$ cat src/rtl/core/zmssd_pkg.sv
// Shared types and constants for the zero-mean SSD patch matcher.
// No dependencies; every other file refers to it by scoped names.
package zmssd_pkg;

  localparam int unsigned ACT_W   = 2;
  localparam int unsigned PIX_W   = 8;
  localparam int unsigned COORD_W = 12;
  localparam int unsigned SCORE_W = 22;

  localparam logic [SCORE_W-1:0] SCORE_MAX     = 22'h3F_FFFF;
  // 64 pixels times a per-pixel limit of 500
  localparam logic [SCORE_W-1:0] MAX_SCORE_RST = 22'd32000;

  typedef enum logic [ACT_W-1:0] {
    ACT_TEMPLATE  = 2'd0,
    ACT_CAND      = 2'd1,
    ACT_OFF_IMAGE = 2'd2
  } action_t;

  // Candidate bookkeeping that rides along with the sums down the pipeline
  typedef struct packed {
    logic [COORD_W-1:0] cand_x;
    logic [COORD_W-1:0] cand_y;
    logic               last_cand;
    logic               off_image;
  } cand_tag_t;

endpackage

$ cat src/rtl/core/zmssd_stream_if.sv
// Valid/ready channel interfaces for the patch matcher's input and result items.
// Depends on zmssd_pkg for field widths.
interface zmssd_in_if;
  logic                            valid;
  logic                            ready;
  logic [zmssd_pkg::ACT_W-1:0]     action;
  logic [zmssd_pkg::PIX_W-1:0]     pixel;
  logic [zmssd_pkg::COORD_W-1:0]   cand_x;
  logic [zmssd_pkg::COORD_W-1:0]   cand_y;
  logic                            last_candidate;

  modport source (output valid, action, pixel, cand_x, cand_y, last_candidate, input ready);
  modport sink   (input valid, action, pixel, cand_x, cand_y, last_candidate, output ready);
endinterface

interface zmssd_out_if;
  logic                            valid;
  logic                            ready;
  logic [zmssd_pkg::SCORE_W-1:0]   score;
  logic                            search_done;
  logic                            found;
  logic [zmssd_pkg::COORD_W-1:0]   best_x;
  logic [zmssd_pkg::COORD_W-1:0]   best_y;

  modport source (output valid, score, search_done, found, best_x, best_y, input ready);
  modport sink   (input valid, score, search_done, found, best_x, best_y, output ready);
endinterface

$ cat src/rtl/core/zmssd_patch_best_match.sv
// Zero-mean SSD template matcher with best-candidate search. Load a template of
// PATCH_SIZE x PATCH_SIZE pixels (action 0, row-major), then stream candidate
// patches (action 1) tagged with their corner, or flag a candidate off the
// image (action 2, scored max_score + 1). The block takes one item every clock
// cycle unless out_ch.ready stalls it: the template store has one write and one
// registered read port, and every later step is a single stage of the pipeline.
// Once the item that finishes its candidate is accepted, its result passes the
// input register, snapshot, energy/square, divide by pixel count, clamp, then
// the output register that also updates the running best. The closing result of a
// search reports found and the best corner; best_x and best_y are zero unless
// found. Write max_score only while the block is idle; a write restarts the search.
module zmssd_patch_best_match #(
  parameter int unsigned PATCH_SIZE = 8
) (
  input  logic                            clk,
  input  logic                            rst_n,
  zmssd_in_if.sink                        in_ch,
  zmssd_out_if.source                     out_ch,
  input  logic                            cfg_wr_en,
  input  logic [zmssd_pkg::SCORE_W-1:0]   cfg_wr_data
);

  localparam int unsigned NPIX  = PATCH_SIZE * PATCH_SIZE;
  localparam int unsigned SUM_W = $clog2(NPIX * 255 + 1);
  localparam int unsigned SQ_W  = $clog2(NPIX * 65025 + 1);

  zmssd_pkg::cand_tag_t          in_tag;

  logic                          snap_valid, snap_ready;
  logic [SUM_W-1:0]              snap_isum, snap_tsum;
  logic [SQ_W-1:0]               snap_isq, snap_cross, snap_tsq;
  zmssd_pkg::cand_tag_t          snap_tag;

  logic                          res_valid, res_ready;
  logic [zmssd_pkg::SCORE_W-1:0] res_score;
  zmssd_pkg::cand_tag_t          res_tag;

  assign in_tag = '{cand_x:    in_ch.cand_x,
                    cand_y:    in_ch.cand_y,
                    last_cand: in_ch.last_candidate,
                    off_image: 1'b0};

  zmssd_accum #(
    .PATCH_SIZE (PATCH_SIZE)
  ) u_accum (
    .clk        (clk),
    .rst_n      (rst_n),
    .in_valid   (in_ch.valid),
    .in_ready   (in_ch.ready),
    .in_action  (in_ch.action),
    .in_pixel   (in_ch.pixel),
    .in_tag     (in_tag),
    .snap_valid (snap_valid),
    .snap_ready (snap_ready),
    .snap_isum  (snap_isum),
    .snap_isq   (snap_isq),
    .snap_cross (snap_cross),
    .snap_tsum  (snap_tsum),
    .snap_tsq   (snap_tsq),
    .snap_tag   (snap_tag)
  );

  zmssd_score #(
    .PATCH_SIZE (PATCH_SIZE)
  ) u_score (
    .clk        (clk),
    .rst_n      (rst_n),
    .snap_valid (snap_valid),
    .snap_ready (snap_ready),
    .snap_isum  (snap_isum),
    .snap_isq   (snap_isq),
    .snap_cross (snap_cross),
    .snap_tsum  (snap_tsum),
    .snap_tsq   (snap_tsq),
    .snap_tag   (snap_tag),
    .res_valid  (res_valid),
    .res_ready  (res_ready),
    .res_score  (res_score),
    .res_tag    (res_tag)
  );

  zmssd_best u_best (
    .clk             (clk),
    .rst_n           (rst_n),
    .cfg_wr_en       (cfg_wr_en),
    .cfg_wr_data     (cfg_wr_data),
    .res_valid       (res_valid),
    .res_ready       (res_ready),
    .res_score       (res_score),
    .res_tag         (res_tag),
    .out_valid       (out_ch.valid),
    .out_ready       (out_ch.ready),
    .out_score       (out_ch.score),
    .out_search_done (out_ch.search_done),
    .out_found       (out_ch.found),
    .out_best_x      (out_ch.best_x),
    .out_best_y      (out_ch.best_y)
  );

endmodule

$ cat src/rtl/core/zmssd_accum.sv
// Input stage: pixel counter, template store, template and image accumulators,
// and the snapshot register handed to the score pipeline. Depends on zmssd_pkg.
module zmssd_accum #(
  parameter int unsigned PATCH_SIZE = 8
) (
  input  logic                            clk,
  input  logic                            rst_n,
  input  logic                            in_valid,
  output logic                            in_ready,
  input  logic [zmssd_pkg::ACT_W-1:0]     in_action,
  input  logic [zmssd_pkg::PIX_W-1:0]     in_pixel,
  input  zmssd_pkg::cand_tag_t            in_tag,
  output logic                            snap_valid,
  input  logic                            snap_ready,
  output logic [$clog2(PATCH_SIZE*PATCH_SIZE*255+1)-1:0]   snap_isum,
  output logic [$clog2(PATCH_SIZE*PATCH_SIZE*65025+1)-1:0] snap_isq,
  output logic [$clog2(PATCH_SIZE*PATCH_SIZE*65025+1)-1:0] snap_cross,
  output logic [$clog2(PATCH_SIZE*PATCH_SIZE*255+1)-1:0]   snap_tsum,
  output logic [$clog2(PATCH_SIZE*PATCH_SIZE*65025+1)-1:0] snap_tsq,
  output zmssd_pkg::cand_tag_t            snap_tag
);

  localparam int unsigned NPIX  = PATCH_SIZE * PATCH_SIZE;
  localparam int unsigned PW    = $clog2(NPIX);
  localparam int unsigned SUM_W = $clog2(NPIX * 255 + 1);
  localparam int unsigned SQ_W  = $clog2(NPIX * 65025 + 1);
  localparam int unsigned PROD_W = 2 * zmssd_pkg::PIX_W;

  logic [zmssd_pkg::PIX_W-1:0] tpl_mem [NPIX];

  logic [PW-1:0]               pcount_r, pcount_nxt;
  logic                        last_pos;
  logic                        in_fire;

  logic                        a_v_r;
  logic [zmssd_pkg::ACT_W-1:0] a_act_r;
  logic [zmssd_pkg::PIX_W-1:0] a_pix_r;
  logic [zmssd_pkg::PIX_W-1:0] a_tpl_r;
  logic [PW-1:0]               a_pos_r;
  zmssd_pkg::cand_tag_t        a_tag_r;
  logic                        a_fire;
  logic                        a_first;
  logic                        a_finish;
  logic                        a_off;

  logic [PROD_W-1:0]           pix_sq;
  logic [PROD_W-1:0]           pix_cross;

  logic [SUM_W-1:0] tsum_r, tsum_nxt, isum_r, isum_nxt;
  logic [SQ_W-1:0]  tsq_r, tsq_nxt, isq_r, isq_nxt, cross_r, cross_nxt;

  logic                        b_v_r;
  logic                        b_free;
  logic [SUM_W-1:0]            b_isum_r, b_tsum_r;
  logic [SQ_W-1:0]             b_isq_r, b_cross_r, b_tsq_r;
  zmssd_pkg::cand_tag_t        b_tag_r;

  assign b_free   = !b_v_r || snap_ready;
  assign a_fire   = a_v_r && b_free;
  assign in_ready = !a_v_r || b_free;
  assign in_fire  = in_valid && in_ready;

  assign last_pos = (pcount_r == PW'(NPIX - 1));

  always_comb begin
    case (zmssd_pkg::action_t'(in_action))
      zmssd_pkg::ACT_TEMPLATE,
      zmssd_pkg::ACT_CAND:      pcount_nxt = last_pos ? '0 : pcount_r + 1'b1;
      zmssd_pkg::ACT_OFF_IMAGE: pcount_nxt = '0;
      default:                  pcount_nxt = pcount_r;
    endcase
  end

  // Template store: written on accept, read at the same position into the input stage
  always_ff @(posedge clk) begin
    if (in_fire && (zmssd_pkg::action_t'(in_action) == zmssd_pkg::ACT_TEMPLATE)) begin
      tpl_mem[pcount_r] <= in_pixel;
    end
    if (in_fire) begin
      a_tpl_r <= tpl_mem[pcount_r];
    end
  end

  assign a_first   = (a_pos_r == '0);
  assign pix_sq    = PROD_W'(a_pix_r) * PROD_W'(a_pix_r);
  assign pix_cross = PROD_W'(a_pix_r) * PROD_W'(a_tpl_r);

  always_comb begin
    tsum_nxt  = tsum_r;
    tsq_nxt   = tsq_r;
    isum_nxt  = isum_r;
    isq_nxt   = isq_r;
    cross_nxt = cross_r;
    a_finish  = 1'b0;
    a_off     = 1'b0;
    case (zmssd_pkg::action_t'(a_act_r))
      zmssd_pkg::ACT_TEMPLATE: begin
        tsum_nxt = (a_first ? '0 : tsum_r) + SUM_W'(a_pix_r);
        tsq_nxt  = (a_first ? '0 : tsq_r) + SQ_W'(pix_sq);
      end
      zmssd_pkg::ACT_CAND: begin
        isum_nxt  = (a_first ? '0 : isum_r) + SUM_W'(a_pix_r);
        isq_nxt   = (a_first ? '0 : isq_r) + SQ_W'(pix_sq);
        cross_nxt = (a_first ? '0 : cross_r) + SQ_W'(pix_cross);
        a_finish  = (a_pos_r == PW'(NPIX - 1));
      end
      zmssd_pkg::ACT_OFF_IMAGE: begin
        isum_nxt  = '0;
        isq_nxt   = '0;
        cross_nxt = '0;
        a_finish  = 1'b1;
        a_off     = 1'b1;
      end
      default: begin
        a_finish = 1'b0;
      end
    endcase
  end

  always_ff @(posedge clk) begin
    if (!rst_n) begin
      pcount_r <= '0;
      a_v_r    <= 1'b0;
      b_v_r    <= 1'b0;
      tsum_r   <= '0;
      tsq_r    <= '0;
      isum_r   <= '0;
      isq_r    <= '0;
      cross_r  <= '0;
    end else begin
      if (in_fire) begin
        pcount_r <= pcount_nxt;
      end
      if (in_ready) begin
        a_v_r <= in_valid;
      end
      if (a_fire) begin
        tsum_r  <= tsum_nxt;
        tsq_r   <= tsq_nxt;
        isum_r  <= isum_nxt;
        isq_r   <= isq_nxt;
        cross_r <= cross_nxt;
      end
      if (b_free) begin
        b_v_r <= a_fire && a_finish;
      end
    end
  end

  always_ff @(posedge clk) begin
    if (in_ready) begin
      a_act_r <= in_action;
      a_pix_r <= in_pixel;
      a_pos_r <= pcount_r;
      a_tag_r <= in_tag;
    end
    if (a_fire && a_finish) begin
      b_isum_r  <= isum_nxt;
      b_isq_r   <= isq_nxt;
      b_cross_r <= cross_nxt;
      b_tsum_r  <= tsum_nxt;
      b_tsq_r   <= tsq_nxt;
      b_tag_r   <= '{cand_x:    a_tag_r.cand_x,
                     cand_y:    a_tag_r.cand_y,
                     last_cand: a_tag_r.last_cand,
                     off_image: a_off};
    end
  end

  assign snap_valid = b_v_r;
  assign snap_isum  = b_isum_r;
  assign snap_isq   = b_isq_r;
  assign snap_cross = b_cross_r;
  assign snap_tsum  = b_tsum_r;
  assign snap_tsq   = b_tsq_r;
  assign snap_tag   = b_tag_r;

endmodule

$ cat src/rtl/core/zmssd_score.sv
// Three-stage score pipeline: energy and squared mean difference, division of
// that square by the pixel count, subtract and clamp. Depends on zmssd_pkg.
module zmssd_score #(
  parameter int unsigned PATCH_SIZE = 8
) (
  input  logic                            clk,
  input  logic                            rst_n,
  input  logic                            snap_valid,
  output logic                            snap_ready,
  input  logic [$clog2(PATCH_SIZE*PATCH_SIZE*255+1)-1:0]   snap_isum,
  input  logic [$clog2(PATCH_SIZE*PATCH_SIZE*65025+1)-1:0] snap_isq,
  input  logic [$clog2(PATCH_SIZE*PATCH_SIZE*65025+1)-1:0] snap_cross,
  input  logic [$clog2(PATCH_SIZE*PATCH_SIZE*255+1)-1:0]   snap_tsum,
  input  logic [$clog2(PATCH_SIZE*PATCH_SIZE*65025+1)-1:0] snap_tsq,
  input  zmssd_pkg::cand_tag_t            snap_tag,
  output logic                            res_valid,
  input  logic                            res_ready,
  output logic [zmssd_pkg::SCORE_W-1:0]   res_score,
  output zmssd_pkg::cand_tag_t            res_tag
);

  localparam int unsigned NPIX  = PATCH_SIZE * PATCH_SIZE;
  localparam int unsigned SUM_W = $clog2(NPIX * 255 + 1);
  localparam int unsigned SQ_W  = $clog2(NPIX * 65025 + 1);
  localparam int unsigned TW    = SQ_W + 2;
  localparam int unsigned XW    = 2 * SUM_W;
  localparam int unsigned LG    = $clog2(NPIX);
  localparam int unsigned SHIFT = XW + LG;
  localparam int unsigned MW    = XW + 1;
  localparam int unsigned PRW   = XW + MW;
  localparam int unsigned QW    = PRW - SHIFT;
  localparam int unsigned SW0   = (TW > QW + 1) ? TW : QW + 1;
  localparam int unsigned SW1   = (SW0 > zmssd_pkg::SCORE_W + 1) ? SW0 : zmssd_pkg::SCORE_W + 1;
  localparam int unsigned SW    = SW1 + 1;
  // ceil(2^SHIFT / NPIX): exact floor division for any dividend below 2^XW
  localparam logic [63:0] RECIP_W = ((64'd1 << SHIFT) + 64'(NPIX) - 64'd1) / 64'(NPIX);
  localparam logic [MW-1:0] RECIP = MW'(RECIP_W);

  logic                  c_rdy, d_rdy, e_rdy;

  logic signed [TW-1:0]  t_nxt;
  logic signed [SUM_W:0] diff;
  logic [SUM_W-1:0]      diff_abs;
  logic [XW-1:0]         diff_sq;

  logic                  c_v_r;
  logic signed [TW-1:0]  c_t_r;
  logic [XW-1:0]         c_d2_r;
  zmssd_pkg::cand_tag_t  c_tag_r;

  logic [PRW-1:0]        prod;
  logic                  d_v_r;
  logic signed [TW-1:0]  d_t_r;
  logic [QW-1:0]         d_q_r;
  zmssd_pkg::cand_tag_t  d_tag_r;

  logic signed [SW-1:0]  s_full;
  logic [zmssd_pkg::SCORE_W-1:0] s_clamped;
  logic                  e_v_r;
  logic [zmssd_pkg::SCORE_W-1:0] e_score_r;
  zmssd_pkg::cand_tag_t  e_tag_r;

  assign e_rdy      = !e_v_r || res_ready;
  assign d_rdy      = !d_v_r || e_rdy;
  assign c_rdy      = !c_v_r || d_rdy;
  assign snap_ready = c_rdy;

  assign t_nxt = $signed(TW'(snap_isq)) + $signed(TW'(snap_tsq))
               - $signed(TW'({snap_cross, 1'b0}));
  assign diff     = $signed({1'b0, snap_tsum}) - $signed({1'b0, snap_isum});
  assign diff_abs = diff[SUM_W] ? SUM_W'(-diff) : diff[SUM_W-1:0];
  assign diff_sq  = XW'(diff_abs) * XW'(diff_abs);

  assign prod = PRW'(c_d2_r) * PRW'(RECIP);

  assign s_full = $signed(SW'(d_t_r)) - $signed(SW'(d_q_r));

  always_comb begin
    if (s_full < 0) begin
      s_clamped = '0;
    end else if (s_full > $signed(SW'(zmssd_pkg::SCORE_MAX))) begin
      s_clamped = zmssd_pkg::SCORE_MAX;
    end else begin
      s_clamped = s_full[zmssd_pkg::SCORE_W-1:0];
    end
  end

  always_ff @(posedge clk) begin
    if (!rst_n) begin
      c_v_r <= 1'b0;
      d_v_r <= 1'b0;
      e_v_r <= 1'b0;
    end else begin
      if (c_rdy) begin
        c_v_r <= snap_valid;
      end
      if (d_rdy) begin
        d_v_r <= c_v_r;
      end
      if (e_rdy) begin
        e_v_r <= d_v_r;
      end
    end
  end

  always_ff @(posedge clk) begin
    if (c_rdy) begin
      c_t_r   <= t_nxt;
      c_d2_r  <= diff_sq;
      c_tag_r <= snap_tag;
    end
    if (d_rdy) begin
      d_t_r   <= c_t_r;
      d_q_r   <= prod[PRW-1:SHIFT];
      d_tag_r <= c_tag_r;
    end
    if (e_rdy) begin
      e_score_r <= s_clamped;
      e_tag_r   <= d_tag_r;
    end
  end

  assign res_valid = e_v_r;
  assign res_score = e_score_r;
  assign res_tag   = e_tag_r;

endmodule

$ cat src/rtl/core/zmssd_best.sv
// Search tracker: max_score register, running best score and position, and the
// result output register. Depends on zmssd_pkg.
module zmssd_best (
  input  logic                            clk,
  input  logic                            rst_n,
  input  logic                            cfg_wr_en,
  input  logic [zmssd_pkg::SCORE_W-1:0]   cfg_wr_data,
  input  logic                            res_valid,
  output logic                            res_ready,
  input  logic [zmssd_pkg::SCORE_W-1:0]   res_score,
  input  zmssd_pkg::cand_tag_t            res_tag,
  output logic                            out_valid,
  input  logic                            out_ready,
  output logic [zmssd_pkg::SCORE_W-1:0]   out_score,
  output logic                            out_search_done,
  output logic                            out_found,
  output logic [zmssd_pkg::COORD_W-1:0]   out_best_x,
  output logic [zmssd_pkg::COORD_W-1:0]   out_best_y
);

  function automatic logic [zmssd_pkg::SCORE_W-1:0] over_limit(
    input logic [zmssd_pkg::SCORE_W-1:0] limit
  );
    return (limit == zmssd_pkg::SCORE_MAX) ? zmssd_pkg::SCORE_MAX : limit + 1'b1;
  endfunction

  logic [zmssd_pkg::SCORE_W-1:0] max_r;
  logic [zmssd_pkg::SCORE_W-1:0] best_r, best_nxt;
  logic [zmssd_pkg::COORD_W-1:0] col_r, col_nxt, row_r, row_nxt;
  logic [zmssd_pkg::SCORE_W-1:0] score_f;
  logic                          res_fire;
  logic                          found;

  logic                          out_v_r;
  logic [zmssd_pkg::SCORE_W-1:0] out_score_r;
  logic                          out_done_r;
  logic                          out_found_r;
  logic [zmssd_pkg::COORD_W-1:0] out_bx_r, out_by_r;

  assign res_ready = !out_v_r || out_ready;
  assign res_fire  = res_valid && res_ready;

  assign score_f = res_tag.off_image ? over_limit(max_r) : res_score;

  // Ties keep the earlier candidate
  always_comb begin
    if (score_f < best_r) begin
      best_nxt = score_f;
      col_nxt  = res_tag.cand_x;
      row_nxt  = res_tag.cand_y;
    end else begin
      best_nxt = best_r;
      col_nxt  = col_r;
      row_nxt  = row_r;
    end
  end

  assign found = (best_nxt < max_r);

  always_ff @(posedge clk) begin
    if (!rst_n) begin
      out_v_r <= 1'b0;
      max_r   <= zmssd_pkg::MAX_SCORE_RST;
      best_r  <= over_limit(zmssd_pkg::MAX_SCORE_RST);
      col_r   <= '0;
      row_r   <= '0;
    end else begin
      if (res_ready) begin
        out_v_r <= res_valid;
      end
      if (cfg_wr_en) begin
        max_r  <= cfg_wr_data;
        best_r <= over_limit(cfg_wr_data);
        col_r  <= '0;
        row_r  <= '0;
      end else if (res_fire) begin
        // restart the search after its closing item
        if (res_tag.last_cand) begin
          best_r <= over_limit(max_r);
          col_r  <= '0;
          row_r  <= '0;
        end else begin
          best_r <= best_nxt;
          col_r  <= col_nxt;
          row_r  <= row_nxt;
        end
      end
    end
  end

  always_ff @(posedge clk) begin
    if (res_fire) begin
      out_score_r <= score_f;
      out_done_r  <= res_tag.last_cand;
      out_found_r <= res_tag.last_cand && found;
      out_bx_r    <= (res_tag.last_cand && found) ? col_nxt : '0;
      out_by_r    <= (res_tag.last_cand && found) ? row_nxt : '0;
    end
  end

  assign out_valid       = out_v_r;
  assign out_score       = out_score_r;
  assign out_search_done = out_done_r;
  assign out_found       = out_found_r;
  assign out_best_x      = out_bx_r;
  assign out_best_y      = out_by_r;

endmodule
$ cat src/flat_wrapper.sv
// flat-port wrapper written by rule: the top's interface ports become plain ports
module zmssd_patch_best_match_flat 
#(
  parameter int unsigned PATCH_SIZE = 8
)
  (clk, rst_n, cfg_wr_en, cfg_wr_data, in_ch_valid, in_ch_action, in_ch_pixel, in_ch_cand_x, in_ch_cand_y, in_ch_last_candidate, in_ch_ready, out_ch_valid, out_ch_score, out_ch_search_done, out_ch_found, out_ch_best_x, out_ch_best_y, out_ch_ready);
  zmssd_in_if in_ch_i ();
  zmssd_out_if out_ch_i ();
  input  logic clk;
  input  logic rst_n;
  input  logic cfg_wr_en;
  input  logic [zmssd_pkg::SCORE_W-1:0] cfg_wr_data;
  input wire logic [$bits(in_ch_i.valid)-1:0] in_ch_valid;
  input wire logic [$bits(in_ch_i.action)-1:0] in_ch_action;
  input wire logic [$bits(in_ch_i.pixel)-1:0] in_ch_pixel;
  input wire logic [$bits(in_ch_i.cand_x)-1:0] in_ch_cand_x;
  input wire logic [$bits(in_ch_i.cand_y)-1:0] in_ch_cand_y;
  input wire logic [$bits(in_ch_i.last_candidate)-1:0] in_ch_last_candidate;
  output wire logic [$bits(in_ch_i.ready)-1:0] in_ch_ready;
  output wire logic [$bits(out_ch_i.valid)-1:0] out_ch_valid;
  output wire logic [$bits(out_ch_i.score)-1:0] out_ch_score;
  output wire logic [$bits(out_ch_i.search_done)-1:0] out_ch_search_done;
  output wire logic [$bits(out_ch_i.found)-1:0] out_ch_found;
  output wire logic [$bits(out_ch_i.best_x)-1:0] out_ch_best_x;
  output wire logic [$bits(out_ch_i.best_y)-1:0] out_ch_best_y;
  input wire logic [$bits(out_ch_i.ready)-1:0] out_ch_ready;
  assign in_ch_i.valid = in_ch_valid;
  assign in_ch_i.action = in_ch_action;
  assign in_ch_i.pixel = in_ch_pixel;
  assign in_ch_i.cand_x = in_ch_cand_x;
  assign in_ch_i.cand_y = in_ch_cand_y;
  assign in_ch_i.last_candidate = in_ch_last_candidate;
  assign in_ch_ready = in_ch_i.ready;
  assign out_ch_valid = out_ch_i.valid;
  assign out_ch_score = out_ch_i.score;
  assign out_ch_search_done = out_ch_i.search_done;
  assign out_ch_found = out_ch_i.found;
  assign out_ch_best_x = out_ch_i.best_x;
  assign out_ch_best_y = out_ch_i.best_y;
  assign out_ch_i.ready = out_ch_ready;
  zmssd_patch_best_match #(.PATCH_SIZE(PATCH_SIZE)) u_core (.clk(clk), .rst_n(rst_n), .in_ch(in_ch_i), .out_ch(out_ch_i), .cfg_wr_en(cfg_wr_en), .cfg_wr_data(cfg_wr_data));
endmodule
$ cat config.mk
export PLATFORM = sky130hd
export DESIGN_NAME = zmssd_patch_best_match_flat
export DESIGN_NICKNAME = d
export VERILOG_FILES = /design/src/rtl/core/zmssd_pkg.sv /design/src/rtl/core/zmssd_stream_if.sv /design/src/rtl/core/zmssd_patch_best_match.sv /design/src/rtl/core/zmssd_accum.sv /design/src/rtl/core/zmssd_score.sv /design/src/rtl/core/zmssd_best.sv /design/src/flat_wrapper.sv
export SDC_FILE = /design/constraint.sdc
export NUM_CORES = 2
export LEC_CHECK = 0
export BUFFER_PORTS_ARGS = -buffer_cell sky130_fd_sc_hd__buf_2
export CORE_MARGIN = 3
export CORE_UTILIZATION = 42
export CTS_CLUSTER_DIAMETER = 150
export CTS_CLUSTER_SIZE = 25
export DETAILED_ROUTE_END_ITERATION = 8
export GPL_TIMING_DRIVEN = 0
export HOLD_SLACK_MARGIN = 0.06
export PLACE_DENSITY = 0.67
export SETUP_SLACK_MARGIN = 0.4
export SYNTH_ARGS = -nofsm -noshare
export SYNTH_HDL_FRONTEND = slang
export SYNTH_HIERARCHICAL = 1
export SYNTH_SLANG_ARGS = --single-unit
$ cat constraint.sdc
create_clock -name clk -period 15 [get_ports clk]
set_clock_uncertainty 0.2 [all_clocks]
set_input_delay 2.25 -clock clk [delete_from_list [all_inputs] [get_ports clk]]
set_output_delay 2.25 -clock clk [all_outputs]
set_load 0.005 [all_outputs]
# After elaboration in Yosys (flattened, before gate mapping)
# Memory sizes are Yosys's and may differ from the RTL's. A register that Yosys moved wholly into a read port is not among the register bits.
# Cells that the tools add are included.
# Widths: inputs -> output; s select.
# totals
regBits,581
mem_bits_rw,512
input_bits,62
out_inout_bits,50
wordCells,138
n_memories,1
# op_classes
n_addsub,13
multipliers,3
n_lt_le_gt_ge,4
eq_ne,8
n_mux,29
bitwise_logic,1
reduce_logical,26
# mem_list
name,words,width,read_ports,rd_clocked_by_memory_dff,write_ports,line_no,text
u_core.u_accum.tpl_mem,64,8,1,1,1,zmssd_accum.sv:29,logic [zmssd_pkg::PIX_W-1:0] tpl_mem [NPIX];
# op_table
op,count
$mux 22,12
$pmux 22 s2,2
$add 22x16->22,3
$mux 14,4
$mux 12,4
$add 22x1->22 const B,2
$eq 22x22->1 const B,2
$lt 22x22->1,2
$mul 8x8->16,2
$add 14x8->14,2
$mul 14x14->28,1
$pmux 14 s2,1
$gt 25x23->1 const B,1
$lt 25x1->1 const B,1
$sub 24x23->25,1
$sub 23x23->24,1
$add 22x22->23,1
$sub 14x14->15,1
$neg 14->14,1
$eq 6x6->1 const B,2
$pmux 6 s2,1
$add 6x1->6 const B,1
$logic_and 1x1->1,6
$logic_not 1->1,6
12 further kinds,24

# Logic depth before layout (Yosys ltp)
# logic_depth
ltp_word,11
ltp_mapped,37
depth_no_buf,37

# Hierarchy
# The synthesis kept the hierarchy.
# by_module_without_submodules
mod,n_inst,cells_each,area_per_inst_um2,seq_area_each_um2
zmssd_accum,1,2785,35932.0,22491.6
zmssd_score,1,1408,15438.6,5825.6
zmssd_best,1,828,7168.1,2822.7
zmssd_patch_best_match,1,1,3.8,0.0

# Worst setup path after synthesis
# Ideal clock, no wire load.
# synth_path
kind,input -> register
from,input out_ch_ready
to,"register u_core.u_accum.b_cross_r[0] (netlist: u_core/u_accum/snap_cross[0]), enable pin"
setup_time_ns,0.602
arrival_ns,9.988
t_required_ns,14.198
path_slack_ns,4.210
stages,8
n_path_buf,1
path_cell_list,nand2b_1 nor2b_1 nand3_1 nor2b_1 nor2b_1 nand2_1 clkbuf_1 nor2_1
# synth_between
elab_chain_len,7
# synth_lines
element,line_no,text
"start, declared",flat_wrapper.sv:26,input wire logic [$bits(out_ch_i.ready)-1:0] out_ch_ready;
$logic_or 1x1->1,zmssd_best.sv:40,assign res_ready = !out_v_r || out_ready;
$logic_or 1x1->1,zmssd_score.sv:63,assign e_rdy = !e_v_r || res_ready;
$logic_or 1x1->1,zmssd_score.sv:64,assign d_rdy = !d_v_r || e_rdy;
$logic_or 1x1->1,zmssd_score.sv:65,assign c_rdy = !c_v_r || d_rdy;
net u_core.snap_ready,zmssd_patch_best_match.sv:29,"logic snap_valid, snap_ready;"
$logic_or 1x1->1,zmssd_accum.sv:58,assign b_free = !b_v_r || snap_ready;
$logic_and 1x1->1,zmssd_accum.sv:59,assign a_fire = a_v_r && b_free;
$logic_and 1x1->1,zmssd_accum.sv:157,if (a_fire && a_finish) begin
"end signal, assigned",zmssd_accum.sv:160,b_cross_r <= cross_nxt;
"end, declared",zmssd_accum.sv:55,"logic [SQ_W-1:0] b_isq_r, b_cross_r, b_tsq_r;"
# The timed path passes the listed nets, and every way through them passes these cells.
# A chain may end at the register's enable or synchronous reset.

# Final worst setup path
# layout_path
from,register u_core.u_accum.b_isum_r[0] (netlist: u_core/u_accum/snap_isum[0])
to,"register u_core.u_score.c_d2_r[26], data pin"
# layout_between
elab_chain_len,4
# layout_lines
element,line_no,text
"start, declared",zmssd_accum.sv:54,"logic [SUM_W-1:0] b_isum_r, b_tsum_r;"
"start signal, assigned",zmssd_accum.sv:158,b_isum_r <= isum_nxt;
$sub 14x14->15 (*),zmssd_score.sv:70,"assign diff = $signed({1'b0, snap_tsum}) - $signed({1'b0, snap_isum});"
$neg 14->14,zmssd_score.sv:71,assign diff_abs = diff[SUM_W] ? SUM_W'(-diff) : diff[SUM_W-1:0];
$mux 14 (*),zmssd_score.sv:71,
$mul 14x14->28 (*),zmssd_score.sv:72,assign diff_sq = XW'(diff_abs) * XW'(diff_abs);
net u_core.u_score.diff_sq[26],zmssd_score.sv:44,logic [XW-1:0] diff_sq;
"end signal, assigned",zmssd_score.sv:109,c_d2_r <= diff_sq;
"end, declared",zmssd_score.sv:48,logic [XW-1:0] c_d2_r;
# Mark *: on every way through the listed nets, which the timed path passes. The rest lies on a longest branch.

==> flow_metrics.env <==
export IMPL_status="finished, final reports clean"
export IMPL_drtIter0Drc=4506
export IMPL_grt_ovfl_total=0
export IMPL_slowest_stage="xnor2_1"
export IMPL_ant_nets=0
export IMPL_worst_slew_pin_slew_ns=1.35
export IMPL_setup_slack_ns=4.92
export IMPL_peakVddDrop_v=0.000146
export IMPL_powerDensity_nw_per_um2=130
export IMPL_grt_max_degree=73
export IMPL_area_growth_pct=7.82
export IMPL_hold_path_class="flip-flop to flip-flop"
export IMPL_cts_root_buf="clkbuf_16"
export IMPL_start_kind="flip-flop"
export IMPL_setup_viol=0
export IMPL_hpwl_um=113000
export IMPL_holdCritStartpoint="u_core/u_score/d_tag_r[21]"
export IMPL_cts_tree="done"
export IMPL_reg2reg_depth=32
export IMPL_hold_depth=0
export IMPL_cp_slowest_stage_delay_ns=0.88
export IMPL_clockBufferDepth=3
export IMPL_start_util_pct=42.4
export IMPL_yosys_warnings=6
export IMPL_r2r_start="u_core/u_accum/snap_isum[0]"
export IMPL_path_class="flip-flop to flip-flop"
export IMPL_drt_vias_per_instance=5.69
export IMPL_numCtsBuffers=50
export IMPL_fmax_mhz=99.2
export IMPL_worst_setup_path_end_kind="flip-flop"
export IMPL_vias=40300
export IMPL_synth_area_per_cell_um2=11.7
export IMPL_grt_pass1_vias=39200
export IMPL_slew_viol_final=0
export IMPL_synthCells=5021
export IMPL_final_core_util_pct=45.7
export IMPL_pre_cts_ws_ns=5.02
export IMPL_critPathRequiredTime_ns=15.23
export IMPL_r2r_end="u_core/u_score/c_d2_r[26]"
export IMPL_dieArea_um2=144000
export IMPL_io_pins=112
export IMPL_cts_sinks=1095
export IMPL_wirelength_um=156000
export IMPL_place_gp_congestion=0.945
export IMPL_crit_path_frequent_cell="fa_1"
export IMPL_hold_viol=0
export IMPL_period_share_pct=67.2
export IMPL_portBuffers=110
export IMPL_fillers=12500
export IMPL_fp_row_count=136
export IMPL_hold_end="u_core/u_score/res_tag[21]"
export IMPL_fin_cells=7085
export IMPL_netlist_area_um2=58500
export IMPL_grt_pass1_wl_um=235000
export IMPL_max_cap_viol_count=0
export IMPL_htreeDepth=2
export IMPL_synth_nets=5607
export IMPL_dr_pass1_iters=7
export IMPL_crit_fanout=9
export IMPL_drc=0
export IMPL_p_leak_nw=24.0
export IMPL_crit_arrival_ns=10.30
export IMPL_die_w_um=379
export IMPL_post_cts_setup_buffer_count=0
export IMPL_finalCriticalPeriod_ns=10.08
export IMPL_place_inst=7003
export IMPL_drive_gt1_share_pct=5.90
export IMPL_core_area_um2=138000
export IMPL_final_cell_mix="921 x edfxtp_1, 532 x inv_1, 409 x nand2_1"
export IMPL_max_slew_margin_pct=9.86
export IMPL_grt_use_total_pct=21.3
export IMPL_r2r_slack_ns=4.92
export IMPL_cts_resized_gates=0
export IMPL_fin_nets=5778
export IMPL_cts_hold_buf=0
export IMPL_rsz0062_at_grt="no"
export IMPL_die_y_um=379
export IMPL_clk_pin_slew_ns=0.11
export IMPL_final_common_cell="edfxtp_1"
export IMPL_clk_insertion_delay_late_ns=0.72
export IMPL_wl_per_cell_um=21.9
export IMPL_antenna_found_initial=5
## sequential cells by signal, indices dropped and copies added, names as in the netlist, 22 cells and up
signal	count
u_core/u_accum/tpl_mem	512
u_core/u_accum/snap_tag	26
u_core/u_score/c_tag_r	26
u_core/u_score/d_tag_r	26
u_core/u_score/res_tag	26
u_core/u_accum/a_tag_r	25
u_core/u_score/c_t_r	24
u_core/u_score/d_t_r	24
u_core/u_accum/cross_r	22
u_core/u_accum/isq_r	22
u_core/u_accum/snap_cross	22
u_core/u_accum/snap_isq	22
u_core/u_accum/snap_tsq	22
u_core/u_accum/tsq_r	22
u_core/u_best/best_r	22
u_core/u_best/max_r	22
u_core/u_best/out_score	22
u_core/u_score/c_d2_r	22
u_core/u_score/d_q_r	22
u_core/u_score/res_score	22
## where the power goes
| part | total [W] | internal [W] | switching, W |
|---|---|---|---|
| registers | 0.00356 | 0.00351 | 0.0000524 |
| logic | 0.00309 | 0.00122 | 0.00187 |
| clock network | 0.00157 | 0.000637 | 0.000938 |
| total | 0.00822 | 0.00537 | 0.00286 |
## layout make-up
| class | count | area, um2 | share of cell area (%) |
|---|---|---|---|
| Sequential cell | 1095 | 31100 | 49.3 |
| Multi-Input combinational cell | 3171 | 24500 | 38.9 |
| Tap cell | 1863 | 2330 | 3.69 |
| Inverter | 541 | 2030 | 3.22 |
| Clock buffer | 74 | 1340 | 2.13 |
| Buffer | 214 | 852 | 1.35 |
| Timing Repair Buffer | 119 | 746 | 1.18 |
| Clock inverter | 5 | 119 | 0.188 |
| Antenna cell | 3 | 7.51 | 0.0119 |
## how the worst max path moves through the flow
| stage | from | endpoint | cells past startpoint |
|---|---|---|---|
| floorplan | out_ch_ready | u_core/u_accum/snap_cross[0] | 8 |
| global placement | out_ch_ready | u_core/u_accum/snap_tag[9] | 9 |
| detailed placement | u_core/u_accum/snap_isum[0] | u_core/u_score/c_d2_r[26] | 32 |
| CTS | u_core/u_accum/snap_isum[0] | u_core/u_score/c_d2_r[26] | 32 |
| global route | u_core/u_accum/snap_isum[0] | u_core/u_score/c_d2_r[26] | 32 |
| finish | u_core/u_accum/snap_isum[0] | u_core/u_score/c_d2_r[26] | 32 |
## per-layer routing
layer / wire length, um / track usage, % / up-vias / share of wire, %
met3: 15500 / 3.83 / 325 / 9.9
li1: - / - / 18400 / -
met1: 65000 / 29.8 / 19600 / 42
met4: 5180 / 6.70 / 4 / 3.3
met2: 69800 / 33.6 / 1992 / 45
met5: 34 / 0 / - / 0.022
## metrics by stage
stage	hold slack [ns]	power (W)	TNS [ns]	instance area, um2
after detailed placement	0.205	0.00670	0	61600
final	0.209	0.00822	0	63100
after CTS	0.209	0.00826	0	63100
after floorplan	0.200	0.00587	0	58500
after global placement	0.202	0.00664	-14.32	61400
after global routing	0.222	0.00875	0	63100
## worst max-delay path: cells and delay by family (launching register included)
| kind | cells | cell delay (ns) |
|---|---|---|
| xor gates and xnor gates | 2 | 1.02 |
| DFF | 1 | 0.38 |
| AOI/OAI and AO/OA | 10 | 2.32 |
| buffers and inverters | 5 | 0.69 |
| and+or+nand+nor | 6 | 1.25 |
| adders and majority gates | 9 | 3.92 |
(Power assumes the default switching activity.)
